File: src/sv/pgr_pkg.sv
// ----------------------------------------------------------------------------
// pgr_pkg: shared types and constants
// Command codes, controller states, datapath micro-ops and sizes for the
// PageRank power iteration block.
// ----------------------------------------------------------------------------
`default_nettype none

package pgr_pkg;

  localparam int MAX_VERTICES = 256;
  localparam int MAX_EDGES    = 4096;
  localparam int FRAC_BITS    = 30;

  localparam int V_W   = 9;   // vertex counts 0..256
  localparam int VA_W  = 8;   // vertex index
  localparam int RA_W  = 9;   // row offset index 0..256
  localparam int EA_W  = 12;  // edge index
  localparam int OFS_W = 13;  // row offsets and edge counts
  localparam int RANK_W = 32;
  localparam int ACC_W = 40;  // sums of up to 256 ranks
  localparam int PROD_W = 56;
  localparam int DIV_W = 40;
  localparam int DSR_W = 13;
  localparam int CNT_W = 6;
  localparam int ROUND_W = 10;

  localparam logic [1:0] CFG_VCOUNT = 2'd0;
  localparam logic [1:0] CFG_DAMP   = 2'd1;
  localparam logic [1:0] CFG_TOL    = 2'd2;
  localparam logic [1:0] CFG_LIMIT  = 2'd3;

  localparam logic KIND_STATUS = 1'b0;
  localparam logic KIND_RANK   = 1'b1;

  typedef enum logic [1:0] {
    OP_LOAD_ROW  = 2'd0,
    OP_LOAD_EDGE = 2'd1,
    OP_RUN       = 2'd2,
    OP_READ      = 2'd3
  } in_op_e;

  typedef enum logic [4:0] {
    DP_NOP, DP_RD_ADDR, DP_EMIT_RD, DP_START1, DP_CAP1, DP_CAP2, DP_INITWR,
    DP_ROUND, DP_F0, DP_F1, DP_DACC, DP_BMUL, DP_BDIV, DP_BSET, DP_FILLN,
    DP_SSPAN, DP_SDIV, DP_SCAP, DP_E0, DP_E1, DP_E2, DP_UCLR, DP_U0, DP_U1,
    DP_CONV, DP_TOTCLR, DP_T0, DP_T1, DP_EMIT_RUN
  } dp_op_e;

  typedef enum logic [4:0] {
    ST_IDLE, ST_RD0, ST_RD1, ST_INIT, ST_W1, ST_W2, ST_FILLR, ST_RCHK,
    ST_DF0, ST_DF1, ST_DF2, ST_BMUL, ST_BDIV, ST_BW, ST_FILLN,
    ST_SF0, ST_SF1, ST_SF2, ST_SDIV, ST_SW, ST_E0, ST_E1, ST_E2,
    ST_UCLR, ST_U0, ST_U1, ST_CCHK, ST_T0, ST_T1, ST_EMIT
  } ctrl_st_e;

  typedef struct packed {
    logic   accept;
    dp_op_e op;
  } dp_cmd_t;

  typedef struct packed {
    logic n_zero;
    logic i_last;
    logic u_last;
    logic k_last;
    logic span_empty;
    logic at_limit;
    logic conv_ok;
    logic div_done;
  } dp_sts_t;

endpackage

`default_nettype wire

File: src/sv/pgr_ctrl.sv
// ----------------------------------------------------------------------------
// pgr_ctrl: sequencer
// Walks the load, read and run flows and issues one datapath micro-op a cycle, idling while it waits on the divider.
// ----------------------------------------------------------------------------
`default_nettype none

module pgr_ctrl
  import pgr_pkg::*;
(
  input  wire logic     clk_i,
  input  wire logic     rst_ni,
  input  wire logic     start_i,
  input  wire logic [1:0] op_i,
  input  wire dp_sts_t  sts_i,
  output dp_cmd_t       cmd_o,
  output logic          busy_o
);

  ctrl_st_e st_q, st_d;

  always_ff @(posedge clk_i or negedge rst_ni) begin
    if (!rst_ni) st_q <= ST_IDLE;
    else         st_q <= st_d;
  end

  always_comb begin
    st_d         = st_q;
    cmd_o.accept = 1'b0;
    cmd_o.op     = DP_NOP;
    unique case (st_q)
      ST_IDLE: begin
        if (start_i) begin
          cmd_o.accept = 1'b1;
          unique case (op_i)
            OP_RUN:  st_d = sts_i.n_zero ? ST_EMIT : ST_INIT;
            OP_READ: st_d = ST_RD0;
            default: ;
          endcase
        end
      end
      ST_RD0: begin
        cmd_o.op = DP_RD_ADDR;
        st_d     = ST_RD1;
      end
      ST_RD1: begin
        cmd_o.op = DP_EMIT_RD;
        st_d     = ST_IDLE;
      end
      ST_INIT: begin
        cmd_o.op = DP_START1;
        st_d     = ST_W1;
      end
      ST_W1: if (sts_i.div_done) begin
        cmd_o.op = DP_CAP1;
        st_d     = ST_W2;
      end
      ST_W2: if (sts_i.div_done) begin
        cmd_o.op = DP_CAP2;
        st_d     = ST_FILLR;
      end
      ST_FILLR: begin
        cmd_o.op = DP_INITWR;
        if (sts_i.i_last) st_d = ST_RCHK;
      end
      ST_RCHK: begin
        if (sts_i.at_limit) begin
          cmd_o.op = DP_TOTCLR;
          st_d     = ST_T0;
        end else begin
          cmd_o.op = DP_ROUND;
          st_d     = ST_DF0;
        end
      end
      // dangling mass
      ST_DF0: begin
        cmd_o.op = DP_F0;
        st_d     = ST_DF1;
      end
      ST_DF1: begin
        cmd_o.op = DP_F1;
        st_d     = ST_DF2;
      end
      ST_DF2: begin
        cmd_o.op = DP_DACC;
        st_d     = sts_i.u_last ? ST_BMUL : ST_DF0;
      end
      ST_BMUL: begin
        cmd_o.op = DP_BMUL;
        st_d     = ST_BDIV;
      end
      ST_BDIV: begin
        cmd_o.op = DP_BDIV;
        st_d     = ST_BW;
      end
      ST_BW: if (sts_i.div_done) begin
        cmd_o.op = DP_BSET;
        st_d     = ST_FILLN;
      end
      ST_FILLN: begin
        cmd_o.op = DP_FILLN;
        if (sts_i.i_last) st_d = ST_SF0;
      end
      // spread along edges
      ST_SF0: begin
        cmd_o.op = DP_F0;
        st_d     = ST_SF1;
      end
      ST_SF1: begin
        cmd_o.op = DP_F1;
        st_d     = ST_SF2;
      end
      ST_SF2: begin
        cmd_o.op = DP_SSPAN;
        if (!sts_i.span_empty) st_d = ST_SDIV;
        else                   st_d = sts_i.u_last ? ST_UCLR : ST_SF0;
      end
      ST_SDIV: begin
        cmd_o.op = DP_SDIV;
        st_d     = ST_SW;
      end
      ST_SW: if (sts_i.div_done) begin
        cmd_o.op = DP_SCAP;
        st_d     = ST_E0;
      end
      ST_E0: begin
        cmd_o.op = DP_E0;
        st_d     = ST_E1;
      end
      ST_E1: begin
        cmd_o.op = DP_E1;
        st_d     = ST_E2;
      end
      ST_E2: begin
        cmd_o.op = DP_E2;
        if (!sts_i.k_last)     st_d = ST_E0;
        else if (sts_i.u_last) st_d = ST_UCLR;
        else                   st_d = ST_SF0;
      end
      // commit new ranks and sum the change
      ST_UCLR: begin
        cmd_o.op = DP_UCLR;
        st_d     = ST_U0;
      end
      ST_U0: begin
        cmd_o.op = DP_U0;
        st_d     = ST_U1;
      end
      ST_U1: begin
        cmd_o.op = DP_U1;
        st_d     = sts_i.i_last ? ST_CCHK : ST_U0;
      end
      ST_CCHK: begin
        if (sts_i.conv_ok) begin
          cmd_o.op = DP_CONV;
          st_d     = ST_T0;
        end else begin
          st_d = ST_RCHK;
        end
      end
      ST_T0: begin
        cmd_o.op = DP_T0;
        st_d     = ST_T1;
      end
      ST_T1: begin
        cmd_o.op = DP_T1;
        if (sts_i.i_last) st_d = ST_EMIT;
        else              st_d = ST_T0;
      end
      ST_EMIT: begin
        cmd_o.op = DP_EMIT_RUN;
        st_d     = ST_IDLE;
      end
      default: st_d = ST_IDLE;
    endcase
  end

  assign busy_o = (st_q != ST_IDLE);

endmodule

`default_nettype wire

File: config.mk
export PLATFORM = sky130hd
export DESIGN_NAME = pgr_ctrl
export DESIGN_NICKNAME = d
export VERILOG_FILES = /design/src/sv/pgr_pkg.sv /design/src/sv/pgr_ctrl.sv
export SDC_FILE = /design/constraint.sdc
export NUM_CORES = 1
export LEC_CHECK = 0
export ABC_AREA = 1
export BUFFER_PORTS_ARGS = -buffer_cell sky130_fd_sc_hd__buf_2
export CORE_MARGIN = 10
export CORE_UTILIZATION = 45
export CTS_CLUSTER_DIAMETER = 30
export DETAILED_ROUTE_END_ITERATION = 16
export PLACE_DENSITY = 0.66
export SETUP_SLACK_MARGIN = 0.5
export SYNTH_ARGS = -nofsm -noshare
export SYNTH_HDL_FRONTEND = slang
export SYNTH_SLANG_ARGS = --single-unit
File: constraint.sdc
create_clock -name clk_i -period 2.1 [get_ports clk_i]
set_clock_uncertainty 0.2 [all_clocks]
set_input_delay 0.105 -clock clk_i [delete_from_list [all_inputs] [get_ports clk_i]]
set_output_delay 0.105 -clock clk_i [all_outputs]
set_load 0.02 [all_outputs]
==> metrics.yaml, run 1 <==
layout:
  diodes: 0
  regMostFlops: "st_q"
  multiInputGateArea_um2: 1160
  layout-drive-gt1-share_pct: 51.5
  fin_cells: 304
  num-fill-cells: 185
  final_nets: 288
  biggestRegsByFlops: "st_q x5"
  syn2layout_area_growth_pct: 68.2
  largest_register_ffs: 5
  layout.area.seq_um2: 131
sta:
  final_hold_viol_count: 0
  tns_ns: 0
  clock.fmax_mhz: 506
  drv_slew: 0
  rsz0062_at_grt: "true"
  finalCriticalPeriod_ns: 1.98
  tightest_slew_ns: 0.338
  min_period_over_period_pct: 94.1
  setup_viol: 0
  slew_headroom_pct: 77.4
clock_network:
  cts_max_path_buffers: 2
  clockRootBuffer: "clkbuf_4"
  cts_max_level: 1
  cts_buffers: 3
  cts_sinks: 5
  clk_latency_ns: 0.24
  path_clk_slew_ns: 0.04
  cts_tree: "done"
place:
  numPortBuffers: 19
  gp_congestion: 1.04
  place_inst: 267
  dpl.hpwl_um: 3270
synth:
  ys_seq_elements: 5
  synth_nets: 233
  ys_types: 22
  ys_seq_area_share_pct: 11.1
  yosysWarnings: 0
  syn_area_per_cell_um2: 5.14
  postSynthCellCount: 220
  synth_area_um2: 1130
job:
  drv_cap: 0
worst_setup_path:
  rrSetupSlack_ns: 0.19
  path_max_fanout: 8
  cp_common_cell: "nand2_1"
  start_kind: "flop"
  critical_path.endpoint: "cmd_o[2]"
  path_cells: "inv_2 > buf_4 > nand3_1 > nand2_1 > nor3_2 > nand2_1 > buf_2"
  critPathLaunch: "st_q[0]"
  cp_slowest_stage_delay_ns: 0.54
  slowest_stage: "dfrtp_2"
  arrival_ns: 1.67
  crit_required_ns: 1.79
  r2r-end: "st_q[3]"
  r2r_cells: 10
  r2r-start: "st_q[0]"
  end_kind: "output pin"
  worstSetupPathType: "reg2out"
floorplanning:
  dieArea_um2: 4910
  core.rowCount: 18
  start_util_pct: 46.5
  die_w_um: 70.1
  io_pins: 20
  die_h_um: 70.1
  core_area_um2: 2430
power_and_ir_drop:
  p_leak_uw: 0.00102
  ir_worst_vdd_v: 0.00132
  powerDensity_nw_per_um2: 1550
detailed_routing:
  ant_nets: 0
  vias: 1773
  drcViolationCount: 0
  viasPerCell: 5.83
  drt_pass1_iterations: 5
  wl_per_cell_um: 17.3
  drt_iter0_markers: 147
  routed_wl_um: 5250
outcome:
  outcome: "finished clean"
global_routing:
  grt_pass1_vias: 1830
  antenna_found_initial: 0
  grt_overflow: 0
  globalRouteTotalUtil_pct: 18.8
  grt_max_degree: 9
  grt_pass1_wl_um: 7960
worst_hold_path:
  hold_class: "in2reg"
cell usage after synthesis, drive strengths merged:
cell,instances,area share [%]
a211oi,3,2.0
a21oi,1,0.44
buf,5,4.0
dfrtp,5,11
inv,23,7.6
nand2,83,29
nand3,26,12
nand3b,1,0.66
nand4,8,4.4
nor2,49,21
nor3,8,3.5
o21a,1,0.66
o21ai,6,2.7
o21bai,1,0.66
placed cells by master, fill, tap and decap left out:
cell / count
o21ai_2: 1
o21ai_0: 3
nor3_1: 4
o21bai_1: 1
buf_12: 1
buf_6: 12
nand3_4: 4
clkbuf_1: 1
nand2_4: 7
nor2_1: 29
nand3b_1: 1
nor2_4: 15
buf_2: 14
a21oi_1: 1
clkbuf_4: 3
nand3_2: 8
nand4_1: 8
o21ai_1: 2
dfrtp_2: 5
o21a_1: 1
a211oi_2: 3
nor3_2: 4
nor2_2: 5
inv_6: 1
inv_2: 9
nand3_1: 14
buf_4: 26
nand2_8: 1
nand2_2: 18
inv_4: 4
inv_1: 9
dlygate4sd3_1: 2
nand2_1: 57
per-layer routing:
metal  up-vias  share of wire (%)  global-route usage [%]
met2       137                 48                    32.3
met1       790                 36                    20.0
met5         -                  0                       0
met3        28                 11                    4.66
met4         0                4.8                    11.8
li1        818                  -                       -
area by class of cell:
| cell class | count | area share, % |
|---|---|---|
| clock buffers | 4 | 1.38 |
| inverters | 23 | 5.33 |
| multi-input cells | 187 | 61.2 |
| flip-flops and latches | 5 | 6.91 |
| well taps | 30 | 1.97 |
| repair buffers | 55 | 23.2 |
cells by family (layout without fill, tap and decap cells):
logic type / Yosys count / count (layout) / synth area share (%)
flip-flops: 5 / 5 / 11.1
AND/OR/NAND/NOR: 175 / 175 / 70.9
buffers and inverters: 28 / 82 / 11.6
AO/OA/AOI/OAI: 12 / 12 / 6.42
critical path, delay by kind of cell (launching register included):
family	cells	cell delay [ns]
buffers and inverters	3	0.45
DFF	1	0.54
and+or+nand+nor	4	0.45
worst min path at each step:
stage / to / startpoint / cells after the start / slack [ns]
after global placement: st_q[0] / rst_ni / 1 / -0.28
final: st_q[2] / sts_i[1] / 5 / 0.12
after floorplan: st_q[0] / rst_ni / 0 / -0.39
after detailed placement: st_q[0] / rst_ni / 1 / -0.28
after global routing: st_q[2] / sts_i[1] / 5 / 0.15
after CTS: st_q[2] / sts_i[1] / 5 / 0.11
through the flow:
| stage | utilization (%) | cell area [µm²] | power [µW] | setup slack, ns | hold slack, ns |
|---|---|---|---|---|---|
| global placement | 52.1 | 1270 | 1770 | 0.0866 | -0.275 |
| detailed placement | 52.1 | 1270 | 1760 | 0.103 | -0.276 |
| CTS | 71.9 | 1750 | 2600 | 0.163 | 0.107 |
| finish | 78.1 | 1900 | 2940 | 0.124 | 0.123 |
| floorplan | - | 1160 | 1390 | 0.499 | -0.391 |
| global route | 78.1 | 1900 | 3120 | 0.0254 | 0.154 |
what timing repair did:
item                                   CTS  global route
setup endpoints to repair               12            12
setup buffers                           26             5
endpoints found under the hold margin    5             0
resized for setup                       68            31
hold buffers                             2             0
pin swaps                               16            29
cloned                                   0             0
power by group:
group / internal (µW) / switching [µW] / total [µW]
clock network: 71.8 / 38.2 / 110
registers: 154 / 153 / 307
logic: 1060 / 1470 / 2530
total: 1280 / 1660 / 2940
(Power assumes the default switching activity.)
==> run 2: changes to the inputs <==
ABC_AREA = default   (was 1)
GPL_TIMING_DRIVEN = 0   (was default)
PLACE_DENSITY = 0.67   (was 0.66)
==> metrics.yaml, run 2 <==
clock_network:
  cts_sinks: 5  # unchanged
  clockRootBuffer: "clkbuf_4"
  cts_tree: "done"
  cts_buffers: 3  # unchanged
  cts_max_level: 1  # unchanged
  cts_max_path_buffers: 2  # unchanged
  clk_latency_ns: 0.25  # about the same
  path_clk_slew_ns: 0.05  # about the same
global_routing:
  grt_overflow: 0  # unchanged
  grt_pass1_vias: 1494  # -18%
  antenna_found_initial: 0  # unchanged
  globalRouteTotalUtil_pct: 20.1  # +1.3 points
  grt_max_degree: 11  # +2
  grt_pass1_wl_um: 7210  # -9.4%
layout:
  regMostFlops: "st_q"
  syn2layout_area_growth_pct: 76.6
  diodes: 0  # unchanged
  biggestRegsByFlops: "st_q x5"
  fin_cells: 240  # -21%
  final_cell_mix: "buf_4 (37), a21oi_1 (15), buf_2 (14)"
  final_common_cell: "buf_4"
  layout-drive-gt1-share_pct: 54.0  # +2.5 points
  final_nets: 227  # -21%
  largest_register_ffs: 5  # unchanged
worst_setup_path:
  path_delay_family: "compound AO/OA/AOI/OAI gates"
  crit_required_ns: 2.06  # +0.27 ns
  arrival_ns: 2.07  # +0.40 ns
  end_kind: "flop"
  worstSetupPathType: "reg2reg"
  path_max_fanout: 5  # -3
  cp_num_buf_inv: 1  # -2
  start_kind: "flop"
  path_cells: "buf_2 > nor2_1 > nand3_1 > o21ai_0 > a31oi_1 > a32oi_1"
  slowest_stage: "dfrtp_1"
  cp_slowest_stage_delay_ns: 0.40  # -0.14 ns
synth:
  synth_top_area_share_pct: 12.7  # -13 points
  yosysWarnings: 0  # unchanged
  synth_top_area_cell: "dfrtp_1"
  yosys-top-cells-area: "dfrtp_1 (13%), a21oi_1 (9.6%), o21ai_0 (8.1%), nor2_1 (7.2%), nand2_1 (5.3%)"
  syn_area_per_cell_um2: 6.53  # +27%
  postSynthCellCount: 151  # -31%
  ys_types: 48  # +120%
  ys_seq_elements: 5  # unchanged
  synth_nets: 164  # -30%
  synthArstFlopShare_pct: 100  # unchanged
  synth_edf_count: 0  # unchanged
  synth_flop_cell: "dfrtp_1"
  synth_area_um2: 986  # -13%
  synth_common_cells: "a21oi_1 (19), nor2_1 (19), o21ai_0 (16)"
  ys_seq_area_share_pct: 12.7  # +1.6 points
sta:
  drv_slew: 0  # unchanged
  slew_headroom_pct: 71.8  # -5.5 points
  hold_ws_ns: 0.140  # +0.0177 ns
  tightest_slew_ns: 0.422  # +0.0832 ns
  setup_ws_ns: -0.0125  # -0.137 ns
  final_hold_viol_count: 0  # unchanged
  setup_viol: 1  # +1
  min_period_over_period_pct: 101  # +6.5 points
  finalCriticalPeriod_ns: 2.11  # +0.137 ns
  clock.fmax_mhz: 473  # -6.5%
  tns_ns: -0.0125  # -0.0125 ns
  rsz0062_at_grt: "true"
job:
  drv_cap: 0  # unchanged
detailed_routing:
  drcViolationCount: 0  # unchanged
  routed_wl_um: 5460  # +4.0%
  viasPerCell: 6.93  # +19%
  drt_iter0_markers: 226  # +54%
  ant_nets: 0  # unchanged
  drt_pass1_iterations: 6  # +1
  vias: 1663  # -6.2%
  wl_per_cell_um: 22.8  # +32%
floorplanning:
  core_area_um2: 2020  # -17%
  die_w_um: 66.8  # -4.7%
  start_util_pct: 48.8  # +2.3 points
  io_pins: 20  # unchanged
  dieArea_um2: 4460  # -9.2%
  die_h_um: 66.8  # -4.7%
  core.rowCount: 16  # -2
place:
  gp_congestion: 0.961  # -7.6%
  place_ws_ns: 0.213  # +0.110 ns
  dpl.hpwl_um: 2750  # -16%
  numPortBuffers: 19  # unchanged
  place_inst: 197  # -26%
outcome:
  outcome: "complete, but fails checks"
  violations: "negative setup slack"
power_and_ir_drop:
  totalPowerFinal_uw: 3240  # +10%
  p_leak_uw: 0.000753  # -26%
  ir_worst_vdd_v: 0.00121  # -8.2%
  powerDensity_nw_per_um2: 1860  # +20%
worst_hold_path:
  hold_class: "in2reg"
[run 2: kinds of logic after synthesis]
group                  synth area share, %
AND/OR/NAND/NOR                       33.9
flip-flops                            12.7
buffers and inverters                 11.0
AO/OA/AOI/OAI                         42.4
[run 2: worst paths after layout]
path	to	depth (start not counted)	slack [ns]	start
max reg2reg	st_q[4]	6	-0.01	st_q[1]
min	st_q[1]	4	0.14	sts_i[6]
max	st_q[4]	6	-0.01	st_q[1]
max in group asynchronous	st_q[3]	3	0.96	rst_ni
min reg2reg	st_q[2]	3	0.61	st_q[2]
min in group asynchronous	st_q[1]	3	0.56	rst_ni
[run 2: power by group]
part	internal (µW)	switching, µW
clock network	72.5	49.5
logic	1300	1610
registers	152	55.2
total	1530	1720
[run 2: through the flow]
step | util, % | instance area [µm²]
floorplan | - | 1030
global placement | 57.4 | 1160
detailed placement | 57.4 | 1160
CTS | 76.3 | 1540
global route | 86.1 | 1740
finish | 86.1 | 1740
[run 2: metal layers]
layer | vias up | track usage [%] | part of all wire [%]
li1 | 686 | - | -
met1 | 734 | 25.1 | 37
met4 | 0 | 6.81 | 6.1
met2 | 188 | 32.5 | 42
met5 | - | 0 | 0
met3 | 55 | 4.85 | 15
[run 2: final cells by class]
class / count / area, µm²
Inverter: 10 / 52.6
Buffer: 12 / 149
Clock buffer: 4 / 26.3
Sequential cell: 5 / 128
Fill cell: 110 / 280
Multi-Input combinational cell: 124 / 926
Timing Repair Buffer: 58 / 427
Tap cell: 27 / 33.8
[run 2: tightest hold or removal path, delay by kind of cell]
| family | cells | cell delay, ns |
|---|---|---|
| AOI/OAI and AO/OA | 2 | 0.18 |
| buffers and inverters | 1 | 0.14 |
| and+or+nand+nor | 1 | 0.12 |
[run 2: timing repair]
action,CTS,global route
setup endpoints to repair,12,12
cloned,1,1
hold buffers,3,0
endpoints found under the hold margin,5,0
resized for setup,53,27
pin swaps,9,7
buffers inserted,23,11
==> run 3: changes to the inputs <==
CORE_UTILIZATION = 54   (was 45)
PLACE_DENSITY = 0.79   (was 0.67)
==> metrics.yaml, run 3 <==
outcome:
  error_line: "[ERROR DPL-0033] detailed placement checks failed during check placement."
  haltStage: "5_1_grt"
  outcome: "did not finish"
clock_network:
  cts_sinks: 5  # unchanged
  clockRootBuffer: "clkbuf_4"
  cts_max_path_buffers: 2  # unchanged
  cts_buffers: 3  # unchanged
  cts_max_level: 1  # unchanged
synth:
  synth_flop_cell: "dfrtp_1"
  synth_edf_count: 0  # unchanged
  synthArstFlopShare_pct: 100  # unchanged
  synth_common_cells: "a21oi_1 (19), nor2_1 (19), o21ai_0 (16)"
  ys_types: 48  # unchanged
  synth_top_area_share_pct: 12.7  # unchanged
  yosysWarnings: 0  # unchanged
  syn_area_per_cell_um2: 6.53  # unchanged
  postSynthCellCount: 151  # unchanged
  ys_seq_elements: 5  # unchanged
  ys_seq_area_share_pct: 12.7  # unchanged
  synth_top_area_cell: "dfrtp_1"
  synth_area_um2: 986  # unchanged
  synth_nets: 164  # unchanged
  yosys-top-cells-area: "dfrtp_1 (13%), a21oi_1 (9.6%), o21ai_0 (8.1%), nor2_1 (7.2%), nand2_1 (5.3%)"
place:
  numPortBuffers: 19  # unchanged
  place_area_um2: 1160  # -0.22%
  gp_congestion: 0.997  # +3.8%
  place_inst: 195  # -1.0%
  dpl.hpwl_um: 2680  # -2.8%
sta:
  crit_endpoint: "cmd_o[3]"
  endpoint_type: "primary output"
floorplanning:
  die_w_um: 62.7  # -6.1%
  core.rowCount: 15  # -1
  start_util_pct: 57.1  # +8.3 points
  die_h_um: 62.7  # -6.1%
  io_pins: 20  # unchanged
global_routing:
  antenna_found_initial: 0
  grt_max_degree: 11
==> run 3: cells by family after synthesis <==
group,after synthesis,synth area share (%)
flops,5,12.7
simple gates,62,33.9
compound gates,62,42.4
buf+inv,22,11.0
==> run 3: per-stage QoR <==
step	hold slack [ns]	utilization, %	setup slack, ns
2_1_floorplan	-0.391	-	0.485
3_5_place_dp	-0.273	67.0	0.194
4_1_cts	0.0504	90.3	0.179
3_3_place_gp	-0.282	67.0	0.175
==> run 3: repair_timing <==
action	4_1_cts
gates cloned	1
pin swaps	15
resized for setup	61
buffers inserted	19
hold endpoints to repair	5
hold buffers	3
endpoints found under the setup margin	12
==> run 4: changes to the inputs <==
CORE_AREA = 10 10 71 73   (was default)
CORE_MARGIN = default   (was 10)
CORE_UTILIZATION = default   (was 54)
CTS_CLUSTER_DIAMETER = default   (was 30)
DIE_AREA = 0 0 81 83   (was default)
PLACE_DENSITY = default   (was 0.79)
PLACE_DENSITY_LB_ADDON = 0.15   (was default)
SETUP_SLACK_MARGIN = default   (was 0.5)
==> metrics.yaml, run 4 (synthesis gave the netlist of run 2 again) <==
outcome:
  outcome: "finished clean"
layout:
  num-fill-cells: 417
  largest_register_ffs: 5
  regMostFlops: "st_q"
  syn2layout_area_growth_pct: 24.6
  final_cell_area_um2: 1230
  diodes: 0
  biggestRegsByFlops: "st_q x5"
  layout-drive-gt1-share_pct: 26.9
  final_cell_mix: "buf_2 (20), a21oi_1 (19), nor2_1 (18)"
  final_nets: 189
  final_common_cell: "buf_2"
place:
  dpl.hpwl_um: 2860  # +6.8%
  numPortBuffers: 19  # unchanged
  place_area_um2: 1140  # -1.4%
  gp_congestion: 0.929  # -6.9%
power_and_ir_drop:
  ir_worst_vdd_v: 0.000361
  p_sw_uw: 1190
  swShare_pct: 56.5
  p_leak_uw: 0.000527
  pwr-share-clk_pct: 8.2
  p_comb_share_pct: 82.1
  seqPwrFrac_pct: 9.7
  powerDensity_nw_per_um2: 1720
  cellInternalPower_uw: 920
  totalPowerFinal_uw: 2110
clock_network:
  cts_max_path_buffers: 2  # unchanged
  path_clk_slew_ns: 0.04
  cts_tree: "done"
  clockRootBuffer: "clkbuf_8"
  cts_sinks: 5  # unchanged
  clk_latency_ns: 0.22
  cts_buffers: 3  # unchanged
  cts_setup_buffers: 0  # -19
  cts_max_level: 1  # unchanged
worst_setup_path:
  end_kind: "output pin"
  arrival_ns: 1.71
  crit_required_ns: 1.79
  start_kind: "flop"
  worstSetupPathType: "reg2out"
  path_max_fanout: 10
  rrSetupSlack_ns: 0.17
detailed_routing:
  vias: 1254
  routed_wl_um: 3790
  viasPerCell: 5.62
  drt_pass1_iterations: 4
  wl_per_cell_um: 17.0
  drcViolationCount: 0
  drt_iter0_markers: 192
  ant_nets: 0
global_routing:
  globalRouteTotalUtil_pct: 11.0
  grt_pass1_vias: 1174
  grt_max_degree: 11
  grt_overflow: 0
  grt_pass1_wl_um: 5980
  antenna_found_initial: 0
sta:
  clock.fmax_mhz: 495
  rsz0062_at_grt: "true"
  finalCriticalPeriod_ns: 2.02
  hold_ws_ns: 0.0266
  min_period_over_period_pct: 96.1
  tns_ns: 0
  slew_headroom_pct: 62.2
  tightest_slew_ns: 0.553
  drv_slew: 0
  setup_viol: 0
  final_hold_viol_count: 0
job:
  drv_cap: 0
floorplanning:
  io_pins: 20  # unchanged
  die_w_um: 81  # +29%
  start_util_pct: 27.1  # -30 points
  core.rowCount: 22  # +7
  core_area_um2: 3630
  dieArea_um2: 6720
  die_h_um: 83  # +32%
worst_hold_path:
  hold_class: "in2async"
run 4: final timing paths:
path	startpoint	to	cells after the start
worst min-delay path	rst_ni	st_q[3]	2
worst min register to register	st_q[2]	st_q[2]	2
worst max register to register	st_q[3]	st_q[3]	5
worst max-delay path	st_q[0]	cmd_o[3]	8
min in group clk_i	sts_i[6]	st_q[1]	4
max in group asynchronous	rst_ni	st_q[2]	2
run 4: cell type report:
cell class,instances,area (µm²),share of cell area (%)
Buffer,12,90.1,7.33
Clock buffer,4,45.0,3.67
Inverter,10,40.0,3.26
Multi-Input combinational cell,124,759,61.8
Sequential cell,5,126,10.3
Tap cell,48,60.1,4.89
Timing Repair Buffer,20,108,8.76
run 4: per-layer routing:
| layer | up-vias | GRT usage, % | routed length [µm] |
|---|---|---|---|
| met2 | 56 | 16.6 | 1800 |
| met3 | 15 | 2.16 | 222 |
| met5 | - | 0 | 0 |
| met4 | 0 | 5.16 | 137 |
| met1 | 581 | 14.3 | 1630 |
| li1 | 602 | - | - |
run 4: what timing repair did:
action / CTS / global route
hold endpoints to repair: 5 / 0
setup endpoints to repair: 4 / 4
resized for setup: 2 / 13
hold buffers: 1 / 0
run 4: stage by stage:
stage                     setup WS (ns)  util, %  cells
final                            0.0814     33.8    223
after detailed placement          0.179     31.4    218
after CTS                      0.000769     33.0    223
after global routing            0.00274     33.8    223
after global placement            0.159     31.4    218
after floorplan                   0.106        -    151
run 4: worst max-delay path, cell delays in order, from the launching register on:
cell	delay [ns]
dfrtp_1	0.33
buf_6	0.14
clkbuf_4	0.21
nor2_2	0.08
o21ba_2	0.19
a21oi_1	0.11
o211ai_1	0.10
o311ai_0	0.11
buf_2	0.23
run 4: power groups by stage:
stage	logic, µW	clock network [µW]	registers [µW]
6_report	1730	174	205
5_1_grt	1880	191	212
4_1_cts	1650	180	202
3_5_place_dp	1640	0	203
3_3_place_gp	1670	0	205
2_1_floorplan	1230	0	181
